--- config.mk ---
export PLATFORM = sky130hd
export DESIGN_NAME = dns_name_label_encoder_core_flat
export DESIGN_NICKNAME = d
export VERILOG_FILES = /design/src/hw/rtl/dnle_pkg.sv /design/src/hw/rtl/dnle_char_if.sv /design/src/hw/rtl/dnle_byte_if.sv /design/src/hw/rtl/dnle_ram.sv /design/src/hw/rtl/dnle_front.sv /design/src/hw/rtl/dnle_cmdq.sv /design/src/hw/rtl/dnle_back.sv /design/src/hw/rtl/dns_name_label_encoder_core.sv /design/src/flat_wrapper.sv
export SDC_FILE = /design/constraint.sdc
export NUM_CORES = 1
export LEC_CHECK = 0
export BUFFER_PORTS_ARGS = -buffer_cell sky130_fd_sc_hd__buf_2
export CAP_MARGIN = 30
export CELL_PAD_IN_SITES_DETAIL_PLACEMENT = 1
export CELL_PAD_IN_SITES_GLOBAL_PLACEMENT = 2
export CORE_MARGIN = 5
export CORE_UTILIZATION = 41
export CTS_BUF_LIST = sky130_fd_sc_hd__clkbuf_4
export DETAILED_ROUTE_END_ITERATION = 8
export GPL_TIMING_DRIVEN = 0
export HOLD_SLACK_MARGIN = 0.15
export PLACE_DENSITY = 0.81
export SETUP_SLACK_MARGIN = 0.3
export SYNTH_ARGS = -nofsm -noshare
export SYNTH_HDL_FRONTEND = slang
export SYNTH_SLANG_ARGS = --single-unit
export TNS_END_PERCENT = 20
--- constraint.sdc ---
create_clock -name clk -period 2.76 [get_ports clk]
set_input_delay 0.276 -clock clk [delete_from_list [all_inputs] [get_ports clk]]
set_output_delay 0.276 -clock clk [all_outputs]
set_load 0.05 [all_outputs]
--- src/hw/rtl/dnle_pkg.sv ---
// ----------------------------------------------------------------------------
// dnle_pkg
// Shared types and constants of the DNS name label encoder.
// ----------------------------------------------------------------------------
package dnle_pkg;

  // Width of a label length; covers every supported label capacity (up to 63).
  localparam int CNT_W = 6;

  localparam logic [7:0] DOT_CHAR  = 8'h2E;
  localparam logic [7:0] ZERO_BYTE = 8'h00;

  // One flush job handed from the front to the back.
  typedef struct packed {
    logic             bank;     // label bank that holds the characters
    logic [CNT_W-1:0] count;    // characters held in that bank
    logic             ovf;      // label lost characters to the capacity limit
    logic             fin;      // name ends after this label
    logic             fin_dot;  // name ended in a dot: add an empty label
  } cmd_t;

  // Bank release from the back once a job is fully emitted.
  typedef struct packed {
    logic valid;
    logic bank;
  } rel_t;

  typedef enum logic [2:0] {
    S_IDLE,
    S_LEN,
    S_DATA,
    S_EMPTY,
    S_TERM
  } back_state_t;

endpackage

--- src/hw/rtl/dnle_char_if.sv ---
// ----------------------------------------------------------------------------
// dnle_char_if
// Input channel: one name character per transfer.
// ----------------------------------------------------------------------------
interface dnle_char_if;
  logic       valid;
  logic       ready;
  logic [7:0] ch;
  logic       is_final;

  modport source (output valid, output ch, output is_final, input ready);
  modport sink   (input valid, input ch, input is_final, output ready);
endinterface

--- src/hw/rtl/dnle_byte_if.sv ---
// ----------------------------------------------------------------------------
// dnle_byte_if
// Output channel: one wire-format byte per transfer.
// ----------------------------------------------------------------------------
interface dnle_byte_if;
  logic       valid;
  logic       ready;
  logic [7:0] out_byte;
  logic       last_of_run;
  logic       end_of_name;
  logic       label_overflow;

  modport source (output valid, output out_byte, output last_of_run,
                  output end_of_name, output label_overflow, input ready);
  modport sink   (input valid, input out_byte, input last_of_run,
                  input end_of_name, input label_overflow, output ready);
endinterface

--- src/hw/rtl/dnle_ram.sv ---
// ----------------------------------------------------------------------------
// dnle_ram
// Generic simple dual-port RAM, one write port, one registered read port.
// ----------------------------------------------------------------------------
module dnle_ram #(
  parameter int WIDTH = 8,
  parameter int DEPTH = 64
) (
  input  logic                     clk,
  input  logic                     we,
  input  logic [$clog2(DEPTH)-1:0] waddr,
  input  logic [WIDTH-1:0]         wdata,
  input  logic                     re,
  input  logic [$clog2(DEPTH)-1:0] raddr,
  output logic [WIDTH-1:0]         rdata
);

  logic [WIDTH-1:0] mem [DEPTH];

  always_ff @(posedge clk) begin
    if (we) begin
      mem[waddr] <= wdata;
    end
    if (re) begin
      rdata <= mem[raddr];
    end
  end

endmodule

--- src/hw/rtl/dnle_front.sv ---
// ----------------------------------------------------------------------------
// dnle_front
// Accepts characters, stores ordinary ones in the current label bank and
// issues a flush job on a dot or on the final character.
// ----------------------------------------------------------------------------
module dnle_front import dnle_pkg::*; #(
  parameter int MAX_LABEL = 32
) (
  input  logic clk,
  input  logic rst,
  dnle_char_if.sink chars,
  output logic q_valid,
  input  logic q_ready,
  output cmd_t q_cmd,
  input  rel_t rel,
  output logic wr_en,
  output logic [((MAX_LABEL > 1) ? $clog2(MAX_LABEL) : 1):0] wr_addr,
  output logic [7:0] wr_data
);

  localparam int IDXW = (MAX_LABEL > 1) ? $clog2(MAX_LABEL) : 1;

  logic             bank;
  logic [CNT_W-1:0] count;
  logic             ovf;
  logic [1:0]       busy;
  logic [1:0]       busy_next;

  logic acc;
  logic dot;
  logic room;
  logic flush;

  assign chars.ready = !busy[bank] && q_ready;
  assign acc   = chars.valid && chars.ready;
  assign dot   = (chars.ch == DOT_CHAR);
  assign room  = (count < CNT_W'(MAX_LABEL));
  assign flush = acc && (dot || chars.is_final);

  // Ordinary characters, the final one included, go into the bank while it has room.
  assign wr_en   = acc && !dot && room;
  assign wr_addr = {bank, count[IDXW-1:0]};
  assign wr_data = chars.ch;

  always_comb begin
    q_valid       = flush;
    q_cmd.bank    = bank;
    q_cmd.count   = (!dot && room) ? count + 1'b1 : count;
    q_cmd.ovf     = ovf || (!dot && !room);
    q_cmd.fin     = chars.is_final;
    q_cmd.fin_dot = chars.is_final && dot;

    busy_next = busy;
    if (rel.valid) begin
      busy_next[rel.bank] = 1'b0;
    end
    if (flush) begin
      busy_next[bank] = 1'b1;
    end
  end

  always_ff @(posedge clk) begin
    if (rst) begin
      bank  <= 1'b0;
      count <= '0;
      ovf   <= 1'b0;
      busy  <= '0;
    end else begin
      busy <= busy_next;
      if (flush) begin
        bank  <= !bank;
        count <= '0;
        ovf   <= 1'b0;
      end else if (acc) begin
        if (room) begin
          count <= count + 1'b1;
        end else begin
          ovf <= 1'b1;
        end
      end
    end
  end

endmodule

--- src/hw/rtl/dnle_cmdq.sv ---
// ----------------------------------------------------------------------------
// dnle_cmdq
// Two-entry queue of flush jobs between front and back.
// ----------------------------------------------------------------------------
module dnle_cmdq import dnle_pkg::*; (
  input  logic clk,
  input  logic rst,
  input  logic push_valid,
  output logic push_ready,
  input  cmd_t push_cmd,
  output logic pop_valid,
  input  logic pop_ready,
  output cmd_t pop_cmd
);

  cmd_t       slots [2];
  logic       wp;
  logic       rp;
  logic [1:0] fill;
  logic       push;
  logic       pop;

  assign push_ready = (fill != 2'd2);
  assign pop_valid  = (fill != 2'd0);
  assign pop_cmd    = slots[rp];
  assign push       = push_valid && push_ready;
  assign pop        = pop_valid && pop_ready;

  always_ff @(posedge clk) begin
    if (push) begin
      slots[wp] <= push_cmd;
    end
  end

  always_ff @(posedge clk) begin
    if (rst) begin
      wp   <= 1'b0;
      rp   <= 1'b0;
      fill <= 2'd0;
    end else begin
      if (push) begin
        wp <= !wp;
      end
      if (pop) begin
        rp <= !rp;
      end
      if (push && !pop) begin
        fill <= fill + 2'd1;
      end else if (pop && !push) begin
        fill <= fill - 2'd1;
      end
    end
  end

endmodule

--- src/hw/rtl/dnle_back.sv ---
// ----------------------------------------------------------------------------
// dnle_back
// Runs flush jobs: length byte, label bytes from the bank, optional empty
// label and terminator, through a registered output stage.
// ----------------------------------------------------------------------------
module dnle_back import dnle_pkg::*; #(
  parameter int MAX_LABEL = 32
) (
  input  logic clk,
  input  logic rst,
  input  logic q_valid,
  output logic q_ready,
  input  cmd_t q_cmd,
  output logic rd_en,
  output logic [((MAX_LABEL > 1) ? $clog2(MAX_LABEL) : 1):0] rd_addr,
  input  logic [7:0] rd_data,
  output rel_t rel,
  dnle_byte_if.source bytes
);

  localparam int IDXW = (MAX_LABEL > 1) ? $clog2(MAX_LABEL) : 1;

  back_state_t      state;
  back_state_t      state_next;
  back_state_t      tail;
  cmd_t             cmd;
  cmd_t             cmd_next;
  logic [CNT_W-1:0] pos;
  logic [CNT_W-1:0] pos_next;
  logic [CNT_W-1:0] pos_inc;
  logic             at_end;

  logic       adv;
  logic       emit;
  logic [7:0] e_byte;
  logic       e_last;
  logic       e_eon;
  logic       e_ovf;

  logic       o_valid;
  logic [7:0] o_byte;
  logic       o_last;
  logic       o_eon;
  logic       o_ovf;

  assign bytes.valid          = o_valid;
  assign bytes.out_byte       = o_byte;
  assign bytes.last_of_run    = o_last;
  assign bytes.end_of_name    = o_eon;
  assign bytes.label_overflow = o_ovf;

  assign adv     = !o_valid || bytes.ready;
  assign pos_inc = pos + 1'b1;
  assign at_end  = (pos_inc == cmd.count);

  always_comb begin
    state_next = state;
    cmd_next   = cmd;
    pos_next   = pos;
    q_ready    = 1'b0;
    rd_en      = 1'b0;
    rd_addr    = {cmd.bank, pos_inc[IDXW-1:0]};
    emit       = 1'b0;
    e_byte     = ZERO_BYTE;
    e_last     = 1'b0;
    e_eon      = 1'b0;
    e_ovf      = 1'b0;

    if (cmd.fin_dot) begin
      tail = S_EMPTY;
    end else if (cmd.fin) begin
      tail = S_TERM;
    end else begin
      tail = S_IDLE;
    end

    unique case (state)
      S_IDLE: begin
        q_ready = 1'b1;
        if (q_valid) begin
          cmd_next   = q_cmd;
          pos_next   = '0;
          state_next = S_LEN;
        end
      end
      S_LEN: begin
        if (adv) begin
          emit    = 1'b1;
          e_byte  = {{(8 - CNT_W){1'b0}}, cmd.count};
          e_last  = !cmd.fin && (cmd.count == '0);
          e_ovf   = cmd.ovf;
          rd_en   = 1'b1;
          rd_addr = {cmd.bank, {IDXW{1'b0}}};
          pos_next = '0;
          if (cmd.count == '0) begin
            state_next = tail;
          end else begin
            state_next = S_DATA;
          end
        end
      end
      S_DATA: begin
        if (adv) begin
          emit     = 1'b1;
          e_byte   = rd_data;
          e_last   = !cmd.fin && at_end;
          e_ovf    = cmd.ovf;
          rd_en    = 1'b1;
          pos_next = pos_inc;
          if (at_end) begin
            state_next = tail;
          end
        end
      end
      S_EMPTY: begin
        if (adv) begin
          emit       = 1'b1;
          state_next = S_TERM;
        end
      end
      S_TERM: begin
        if (adv) begin
          emit       = 1'b1;
          e_last     = 1'b1;
          e_eon      = 1'b1;
          state_next = S_IDLE;
        end
      end
      default: begin
        state_next = S_IDLE;
      end
    endcase

    rel.valid = (state != S_IDLE) && (state_next == S_IDLE);
    rel.bank  = cmd.bank;
  end

  always_ff @(posedge clk) begin
    if (rst) begin
      state   <= S_IDLE;
      o_valid <= 1'b0;
    end else begin
      state <= state_next;
      if (adv) begin
        o_valid <= emit;
      end
    end
  end

  always_ff @(posedge clk) begin
    cmd <= cmd_next;
    pos <= pos_next;
    if (adv) begin
      o_byte <= e_byte;
      o_last <= e_last;
      o_eon  <= e_eon;
      o_ovf  <= e_ovf;
    end
  end

endmodule

--- src/hw/rtl/dns_name_label_encoder_core.sv ---
// ----------------------------------------------------------------------------
// dns_name_label_encoder_core
// Converts a dotted domain name, one character per transfer, to DNS wire
// format: length-prefixed labels followed by a zero terminator.
// ----------------------------------------------------------------------------
// Usage: feed the name on name_chars, flagging the last character with
// is_final; collect bytes on wire_bytes. Ordinary characters produce no
// output and are taken one per cycle while the current label bank is free.
// A dot, or the final character, hands the held label to the back end,
// which sends its length byte and then its characters at one byte per cycle
// while wire_bytes is ready; a final character adds the terminator (after
// an extra empty label if the name ends in a dot). Labels longer than
// MAX_LABEL keep their first MAX_LABEL characters and carry label_overflow on
// all their bytes. Two label banks in one RAM let the front collect the next
// label while the back drains the previous one; the front waits only when the
// bank it needs is still being drained. For each job the back end first picks
// it up from the queue, then sends the length byte and the characters; a name
// end adds the terminator, preceded by the empty label when the name ends in
// a dot. With the back end idle, the job of the closing character passes
// through the job queue and the back end's pick-up before the length byte is
// registered on the output. Sustained, the back end sends one output byte per
// cycle while wire_bytes is ready, apart from picking up each new job. The
// label RAM needs no clearing after reset.
// ----------------------------------------------------------------------------
module dns_name_label_encoder_core import dnle_pkg::*; #(
  parameter int MAX_LABEL = 32
) (
  input  logic clk,
  input  logic rst,
  dnle_char_if.sink   name_chars,
  dnle_byte_if.source wire_bytes
);

  localparam int IDXW  = (MAX_LABEL > 1) ? $clog2(MAX_LABEL) : 1;
  localparam int AW    = IDXW + 1;
  localparam int DEPTH = 2 << IDXW;

  // front -> queue
  logic   push_valid;
  logic   push_ready;
  cmd_t   push_cmd;
  // queue -> back
  logic   pop_valid;
  logic   pop_ready;
  cmd_t   pop_cmd;
  // back -> front: bank drained, free to refill
  rel_t   rel;

  // label RAM ports: front writes, back reads
  logic          wr_en;
  logic [AW-1:0] wr_addr;
  logic [7:0]    wr_data;
  logic          rd_en;
  logic [AW-1:0] rd_addr;
  logic [7:0]    rd_data;

  // Classify characters, hold label bytes, issue flush jobs.
  dnle_front #(
    .MAX_LABEL(MAX_LABEL)
  ) u_front (
    .clk    (clk),
    .rst    (rst),
    .chars  (name_chars),
    .q_valid(push_valid),
    .q_ready(push_ready),
    .q_cmd  (push_cmd),
    .rel    (rel),
    .wr_en  (wr_en),
    .wr_addr(wr_addr),
    .wr_data(wr_data)
  );

  // Decouple the two sides; at most one job per bank is ever pending.
  dnle_cmdq u_cmdq (
    .clk       (clk),
    .rst       (rst),
    .push_valid(push_valid),
    .push_ready(push_ready),
    .push_cmd  (push_cmd),
    .pop_valid (pop_valid),
    .pop_ready (pop_ready),
    .pop_cmd   (pop_cmd)
  );

  // Two label banks; bank select is the top address bit.
  dnle_ram #(
    .WIDTH(8),
    .DEPTH(DEPTH)
  ) u_label_ram (
    .clk  (clk),
    .we   (wr_en),
    .waddr(wr_addr),
    .wdata(wr_data),
    .re   (rd_en),
    .raddr(rd_addr),
    .rdata(rd_data)
  );

  // Emit length, label bytes and terminator through the output register.
  dnle_back #(
    .MAX_LABEL(MAX_LABEL)
  ) u_back (
    .clk    (clk),
    .rst    (rst),
    .q_valid(pop_valid),
    .q_ready(pop_ready),
    .q_cmd  (pop_cmd),
    .rd_en  (rd_en),
    .rd_addr(rd_addr),
    .rd_data(rd_data),
    .rel    (rel),
    .bytes  (wire_bytes)
  );

endmodule

--- src/flat_wrapper.sv ---
// flat-port wrapper written by rule: the top's interface ports become plain ports
module dns_name_label_encoder_core_flat import dnle_pkg::*;
#(
  parameter int MAX_LABEL = 32
)
  (clk, rst, name_chars_valid, name_chars_ch, name_chars_is_final, name_chars_ready, wire_bytes_valid, wire_bytes_out_byte, wire_bytes_last_of_run, wire_bytes_end_of_name, wire_bytes_label_overflow, wire_bytes_ready);
  dnle_char_if name_chars_i ();
  dnle_byte_if wire_bytes_i ();
  input  logic clk;
  input  logic rst;
  input wire logic [$bits(name_chars_i.valid)-1:0] name_chars_valid;
  input wire logic [$bits(name_chars_i.ch)-1:0] name_chars_ch;
  input wire logic [$bits(name_chars_i.is_final)-1:0] name_chars_is_final;
  output wire logic [$bits(name_chars_i.ready)-1:0] name_chars_ready;
  output wire logic [$bits(wire_bytes_i.valid)-1:0] wire_bytes_valid;
  output wire logic [$bits(wire_bytes_i.out_byte)-1:0] wire_bytes_out_byte;
  output wire logic [$bits(wire_bytes_i.last_of_run)-1:0] wire_bytes_last_of_run;
  output wire logic [$bits(wire_bytes_i.end_of_name)-1:0] wire_bytes_end_of_name;
  output wire logic [$bits(wire_bytes_i.label_overflow)-1:0] wire_bytes_label_overflow;
  input wire logic [$bits(wire_bytes_i.ready)-1:0] wire_bytes_ready;
  assign name_chars_i.valid = name_chars_valid;
  assign name_chars_i.ch = name_chars_ch;
  assign name_chars_i.is_final = name_chars_is_final;
  assign name_chars_ready = name_chars_i.ready;
  assign wire_bytes_valid = wire_bytes_i.valid;
  assign wire_bytes_out_byte = wire_bytes_i.out_byte;
  assign wire_bytes_last_of_run = wire_bytes_i.last_of_run;
  assign wire_bytes_end_of_name = wire_bytes_i.end_of_name;
  assign wire_bytes_label_overflow = wire_bytes_i.label_overflow;
  assign wire_bytes_i.ready = wire_bytes_ready;
  dns_name_label_encoder_core #(.MAX_LABEL(MAX_LABEL)) u_core (.clk(clk), .rst(rst), .name_chars(name_chars_i), .wire_bytes(wire_bytes_i));
endmodule
==> impl_metrics.json, run 1 <==
{
  "crit_arrival_ns": 3.87,
  "synthAdderAreaFrac_pct": 0.158,
  "finalSetupTns_ns": -1.89,
  "path_class": "reg2reg",
  "ir_worst_vdd_v": 0.000659,
  "clockRootBuffer": "clkbuf_4",
  "async_reset_ff_share_pct": 0,
  "routedWlPerCell_um": 32.4,
  "vias": 17400,
  "wl_mm": 91.0,
  "htreeDepth": 4,
  "syn-cell-area_mm2": 0.0238,
  "routabilityCongestion": 0.970,
  "clock_path_buffers": 3,
  "synth_compound_area_share_pct": 11.0,
  "first_global_vias": 17400,
  "die_h_um": 251,
  "rr_worst_depth": 10,
  "min_path_cells": 8,
  "area_growth_pct": 29.1,
  "worstSkewPairLatency_ns": 1.02,
  "ant_nets": 0,
  "clkSlewWorstSetupHoldPaths_ns": 0.08,
  "hold_ws_ns": 0.236,
  "muxShareOfSynthArea_pct": 4.48,
  "rsz0062_at_grt": "yes",
  "rows": 88,
  "grt_pass1_wl_mm": 123,
  "hpwl_mm": 54.8,
  "required_ns": 3.56,
  "ys_seq_elements": 585,
  "drt-initial-drc-count": 2377,
  "cap_violations": 0,
  "slowest_delay_ns": 0.48,
  "violations": "negative setup slack",
  "synth_xor_area_share_pct": 1.17,
  "cts_buffers": 155,
  "cts_tree": "yes",
  "power_frac_seq_pct": 26.9,
  "min_period_ns": 3.07,
  "pin_count": 26,
  "overflow": 0,
  "synthSimpleGateAreaFrac_pct": 8.02,
  "cts_sinks": 585,
  "drive_gt1_share_pct": 35.1,
  "fill_cells": 5522,
  "synth.distinct_cells": 81,
  "clockPowerShare_pct": 19.7,
  "skew_ns": 0.0497,
  "firstDrtPassIters": 7,
  "crit_chain": "buf_4 -> buf_6 -> buf_6 -> buf_4 -> o21ai_0 -> o21ai_0 -> a21oi_1 -> o211ai_1 -> o311ai_4 -> o32ai_4",
  "nNetsFinal": 1954,
  "post-route-period-util_pct": 111,
  "synth_top_family_by_area": "compound AO/OA/AOI/OAI gates",
  "p_switching_mw": 17.7,
  "hold_violations": 0,
  "avgSynthCellArea_um2": 14.7,
  "worstPathMaxFanout": 10,
  "grt_max_degree": 47,
  "p_int_mw": 21.4,
  "power_frac_comb_pct": 53.4,
  "die_w_um": 251,
  "timing.fmax_mhz": 325,
  "drc_errors": 0,
  "die-area_mm2": 0.0630,
  "tightest_slew_ns": 1.19,
  "start_util_pct": 41.4,
  "grt_usage_pct": 26.9,
  "viasPerCell": 6.20,
  "ys_warn_count": 0,
  "power_density_mw_per_mm2": 1270,
  "maxSlewViolCount": 0,
  "startpoint_type": "flop",
  "leakage_nw": 10.1,
  "p_sw_share_pct": 45.3,
  "critPathCaptureType": "flop",
  "portBuffers": 25,
  "setup_slack_ns": -0.313,
  "hold_class": "in2reg",
  "syn_nets": 1637,
  "synth_enable_flop_cells": 567,
  "seq_area_frac_synth_pct": 73.0,
  "setup_violations": 8,
  "antenna_found_initial": 3,
  "critPathSlowestCell": "o211ai_1",
  "status": "finished with violations",
  "synthFlopType": "edfxtp_1",
  "coreArea_mm2": 0.0576,
  "max_slew_margin_pct": 20.9,
  "syn_inst": 1621
}
==> per-layer routing <==
layer	vias to the layer above	track usage, %	routed length (um)	share of wire (%)
met5	-	0	0	0
met4	0	13.9	5020	5.5
met3	298	7.76	10800	12
met2	1267	41.4	42100	46
met1	8786	35.0	33100	36
li1	7080	-	-	-
==> path summary, 6_finish.rpt <==
check	slack (ns)	endpoint	startpoint
worst max register to register	-0.31	u_core.u_label_ram.rdata[2]	u_core.u_back.pos[0]
worst max-delay path	-0.31	u_core.u_label_ram.rdata[2]	u_core.u_back.pos[0]
worst min-delay path	0.24	u_core.u_label_ram.mem[59][0]	name_chars_ch[0]
worst min register to register	0.49	u_core.u_front.ovf	u_core.u_front.ovf
==> state kept, by name, summed over array words and instances, names as in the netlist <==
signal / flops
u_core.u_back.bytes.valid: 1
u_core.u_back.cmd: 9
u_core.u_label_ram.rdata: 8
u_core.u_back.bytes.label_overflow: 1
u_core.u_front.bank: 1
u_core.u_cmdq.slots: 20
u_core.u_front.ovf: 1
u_core.u_cmdq.wp: 1
u_core.u_back.state: 3
u_core.u_back.bytes.last_of_run: 1
u_core.u_cmdq.rp: 1
u_core.u_back.bytes.end_of_name: 1
u_core.u_back.pos: 6
u_core.u_back.bytes.out_byte: 8
u_core.u_front.busy: 2
u_core.u_label_ram.mem: 512
u_core.u_back.rel: 1
u_core.u_front.count: 6
u_core.u_cmdq.fill: 2
==> synthesized netlist by cell type, types with 14 or more instances <==
library cell / count / area (um2)
edfxtp_1: 567 / 17000
nor2_1: 178 / 668
nand2_1: 129 / 484
o21ai_0: 81 / 405
a21oi_1: 65 / 325
mux2i_1: 56 / 561
buf_2: 52 / 260
clkbuf_1: 38 / 143
o221ai_1: 37 / 324
a211oi_1: 27 / 203
nand3_1: 27 / 135
o22ai_1: 27 / 169
a31oi_1: 25 / 156
nor3_1: 22 / 110
dfxtp_1: 18 / 360
mux2_2: 15 / 169
mux4_2: 15 / 338
nor2b_1: 15 / 93.8
o211ai_1: 14 / 105
==> placed cells by master (no fill, tap or decap), types with 32 or more instances in the layout <==
| cell | synthesis | final |
|---|---|---|
| edfxtp_1 | 567 | 567 |
| buf_6 | 0 | 34 |
| o21ai_0 | 81 | 54 |
| mux2i_1 | 56 | 51 |
| clkbuf_4 | 0 | 234 |
| a21oi_1 | 65 | 53 |
| nor2_1 | 178 | 108 |
| nor2_4 | 0 | 68 |
| buf_4 | 6 | 69 |
| nand2_1 | 129 | 119 |
| buf_2 | 52 | 32 |
| buf_12 | 0 | 54 |
==> kinds of logic after synthesis <==
| group | after synthesis |
|---|---|
| AO/OA/AOI/OAI | 376 |
| XOR/XNOR | 25 |
| adder cells (fa/ha/maj) | 3 |
| buffers and inverters | 117 |
| flip-flops | 585 |
| multiplexers | 86 |
| AND/OR/NAND/NOR | 429 |
==> metrics by stage <==
stage	cells	area (um2)	power (mW)	worst slack [ns]	util, %
after floorplan	1621	24200	18.4	0.0126	-
after global placement	2411	25200	24.5	-1.90	43.8
after detailed placement	2425	25500	24.9	-1.49	44.3
after CTS	2776	29800	36.3	-0.133	51.7
after global routing	2812	30800	40.0	-0.298	53.4
final	2812	30800	39.2	-0.313	53.4
==> cell type report <==
cell class                 instances  area [um2]  share of cell area (%)
inverter                          15        80.1                   0.260
clock inverter                    44         259                   0.842
buffer                           102         945                    3.07
sequential                       585       17400                    56.6
tap                              765         957                    3.11
antenna                            2        5.00                  0.0163
clock buffer                     220        1650                    5.37
timing repair buffer             160        1920                    6.24
multi-input combinational        919        7540                    24.5
==> worst max-delay path, delay by kind of cell, from the launching register on <==
| kind | cells | cell delay [ns] |
|---|---|---|
| compound gates | 6 | 1.45 |
| buf+inv | 4 | 0.92 |
| flops | 1 | 0.44 |
==> power groups by stage <==
stage	Sequential, mW	Clock, mW	Combinational (mW)
final	10.5	7.72	20.9
after global routing	10.6	8.30	21.1
after CTS	10.5	7.63	18.2
after detailed placement	10.7	0	14.2
after global placement	10.7	0	13.8
after floorplan	10.8	0	7.61
==> repair_timing <==
item / CTS / global route
hold buffers: 26 / 0
pin swaps: 63 / 72
gates resized for setup: 347 / 110
cloned: 1 / 1
buffers inserted: 60 / 28
endpoints found under the hold margin: 527 / 0
setup endpoints to repair: 541 / 505
Note: power is estimated with default switching activity, not from simulation.
==> run 2, diff against run 1 <==
--- a/config.mk
+++ b/config.mk
@@ -16,6 +16,8 @@
 export GPL_TIMING_DRIVEN = 0
 export HOLD_SLACK_MARGIN = 0.15
 export PLACE_DENSITY = 0.81
+export RECOVER_POWER = 25
+export REMOVE_ABC_BUFFERS = 1
 export SETUP_SLACK_MARGIN = 0.3
 export SYNTH_ARGS = -nofsm -noshare
 export SYNTH_HDL_FRONTEND = slang
==> constraint.sdc (replaced) <==
create_clock -name clk -period 2.76 [get_ports clk]
set_input_delay 0.276 -clock clk [delete_from_list [all_inputs] [get_ports clk]]
set_output_delay 0.276 -clock clk [all_outputs]
set_load 0.01 [all_outputs]
==> impl_metrics.json, run 2 (synthesized netlist as in run 1, its figures left out) <==
{
  "status": "finished with violations",
  "violations": "max-capacitance violations, max-slew violations, negative setup slack",
  "setup_slack_ns": -0.196,
  "final_core_util_pct": 52.7,
  "placed_cell_area_mm2": 0.0254,
  "max_slew_margin_pct": -62.9,
  "skew_ns": 0.0740,
  "die_h_um": 251,
  "firstDrtPassIters": 5,
  "startpoint_type": "flop",
  "r2r_slack_ns": -0.20,
  "crit_arrival_ns": 3.72,
  "fin_cells": 2768,
  "worstSkewPairLatency_ns": 1.02,
  "power_frac_comb_pct": 52.0,
  "min_period_ns": 2.96,
  "clockRootBuffer": "clkbuf_4",
  "first_global_vias": 17400,
  "rsz0062_at_grt": "yes",
  "vias": 16900,
  "clock_path_buffers": 3,
  "clkSlewWorstSetupHoldPaths_ns": 0.07,
  "p_sw_share_pct": 41.6,
  "power_density_mw_per_mm2": 1260,
  "clockPowerShare_pct": 20.3,
  "overflow": 0,
  "die_w_um": 251,
  "finalSetupTns_ns": -1.67,
  "p_switching_mw": 16.0,
  "leakage_nw": 10.0,
  "required_ns": 3.52,
  "grt_usage_pct": 25.2,
  "cts_sinks": 585,
  "routabilityCongestion": 0.835,
  "nNetsFinal": 1904,
  "hold_class": "in2reg",
  "cts_tree": "yes",
  "coreArea_mm2": 0.0576,
  "antenna_found_initial": 3,
  "reg.largest.list": "u_core.u_label_ram.mem x512, u_core.u_cmdq.slots x20, u_core.u_back.cmd x9",
  "setup_violations": 20,
  "grt_pass1_wl_mm": 118,
  "wl_mm": 82.7,
  "timing.fmax_mhz": 338,
  "ir_worst_vdd_v": 0.000576,
  "maxSlewViolCount": 240,
  "grt_max_degree": 52,
  "rows": 88,
  "fin_area_mm2": 0.0304,
  "hold_violations": 0,
  "critPathCaptureType": "flop",
  "power_frac_seq_pct": 27.8,
  "hold_ws_ns": 0.386,
  "path_class": "reg2reg",
  "layout_commonest_cell": "edfxtp_1",
  "area_growth_pct": 27.5,
  "layout_common_cells": "edfxtp_1, clkbuf_4, nand2_1",
  "portBuffers": 25,
  "tightest_slew_ns": 2.44,
  "worstPathMaxFanout": 8,
  "viasPerCell": 6.09,
  "htreeDepth": 4,
  "dp_cells": 2353,
  "die-area_mm2": 0.0630,
  "routedWlPerCell_um": 29.9,
  "drt-initial-drc-count": 1867,
  "post-route-period-util_pct": 107,
  "ant_nets": 0,
  "cap_violations": 7,
  "largest_register": "u_core.u_label_ram.mem",
  "largest_reg_flops": 512,
  "start_util_pct": 41.4,
  "drc_errors": 0,
  "pin_count": 26,
  "cts_buffers": 149,
  "drive_gt1_share_pct": 32.1,
  "p_int_mw": 22.4,
  "hpwl_mm": 44.6
}
run 2: cell types whose count changed in the layout (fill, tap and decap cells not counted), sizes merged:
| cell | previous run | this run |
|---|---|---|
| clkdlybuf4s25 | 0 | 4 |
| nand3 | 27 | 28 |
| bufbuf | 0 | 6 |
| clkbuf | 259 | 244 |
| dlygate4sd3 | 16 | 19 |
| clkinv | 35 | 39 |
| clkdlybuf4s15 | 0 | 2 |
| clkinvlp | 7 | 3 |
| bufinv | 2 | 4 |
| nand2b | 5 | 6 |
| diode | 2 | 3 |
| buf | 207 | 158 |
run 2: power groups by stage:
stage	combinational [mW]	sequential, mW	clock (mW)
floorplan	6.45	11.0	0
global route	20.5	10.7	8.38
finish	20.0	10.7	7.78
global placement	8.90	11.1	0
detailed placement	13.5	10.9	0
CTS	18.0	10.7	7.72
run 2: critical path, stage by stage, from the launching register on:
cell	delay, ns
edfxtp_1	0.44
ha_4	0.24
xor2_4	0.29
buf_12	0.18
buf_6	0.15
buf_12	0.14
mux2i_1	0.07
o21ai_1	0.15
a21oi_1	0.11
o211ai_1	0.38
o311ai_2	0.24
o32ai_2	0.37
run 2: repair_timing:
| action | in CTS | in global routing |
|---|---|---|
| endpoints found under the setup margin | 567 | 312 |
| endpoints found under the hold margin | 568 | 0 |
| cloned | 9 | 2 |
| resized for setup | 292 | 54 |
| hold buffers | 36 | 0 |
| pin swaps | 56 | 48 |
| setup buffers | 76 | 24 |
run 2: layout make-up:
cell class	instances	area, um2
Sequential cell	585	17400
Tap cell	765	957
Clock buffer	217	1630
Clock inverter	46	304
Inverter	15	96.3
Antenna cell	3	7.51
Timing Repair Buffer	216	2600
Fill cell	5511	27200
Multi-Input combinational cell	921	7360
run 2: routing by layer:
| metal | up-vias | routed length, um | track usage [%] |
|---|---|---|---|
| li1 | 6984 | - | - |
| met1 | 8657 | 31200 | 31.7 |
| met2 | 996 | 40400 | 40.9 |
| met3 | 229 | 7290 | 7.20 |
| met4 | 0 | 3860 | 11.4 |
| met5 | - | 0 | 0 |
run 2: path summary, 6_finish.rpt:
path	startpoint	end	depth (start not counted)
max	u_core.u_back.pos[0]	u_core.u_label_ram.rdata[5]	11
max reg2reg	u_core.u_back.pos[0]	u_core.u_label_ram.rdata[5]	11
min	name_chars_ch[1]	u_core.u_cmdq.slots[0][1]	6
min reg2reg	u_core.u_front.ovf	u_core.u_front.ovf	2
run 2: stage by stage:
step           worst slack [ns]  power, mW
2_1_floorplan             -8.13       17.4
3_3_place_gp             -19.43       20.0
3_5_place_dp              -2.58       24.3
4_1_cts                 -0.0725       36.4
5_1_grt                  -0.248       39.5
6_report                 -0.196       38.4
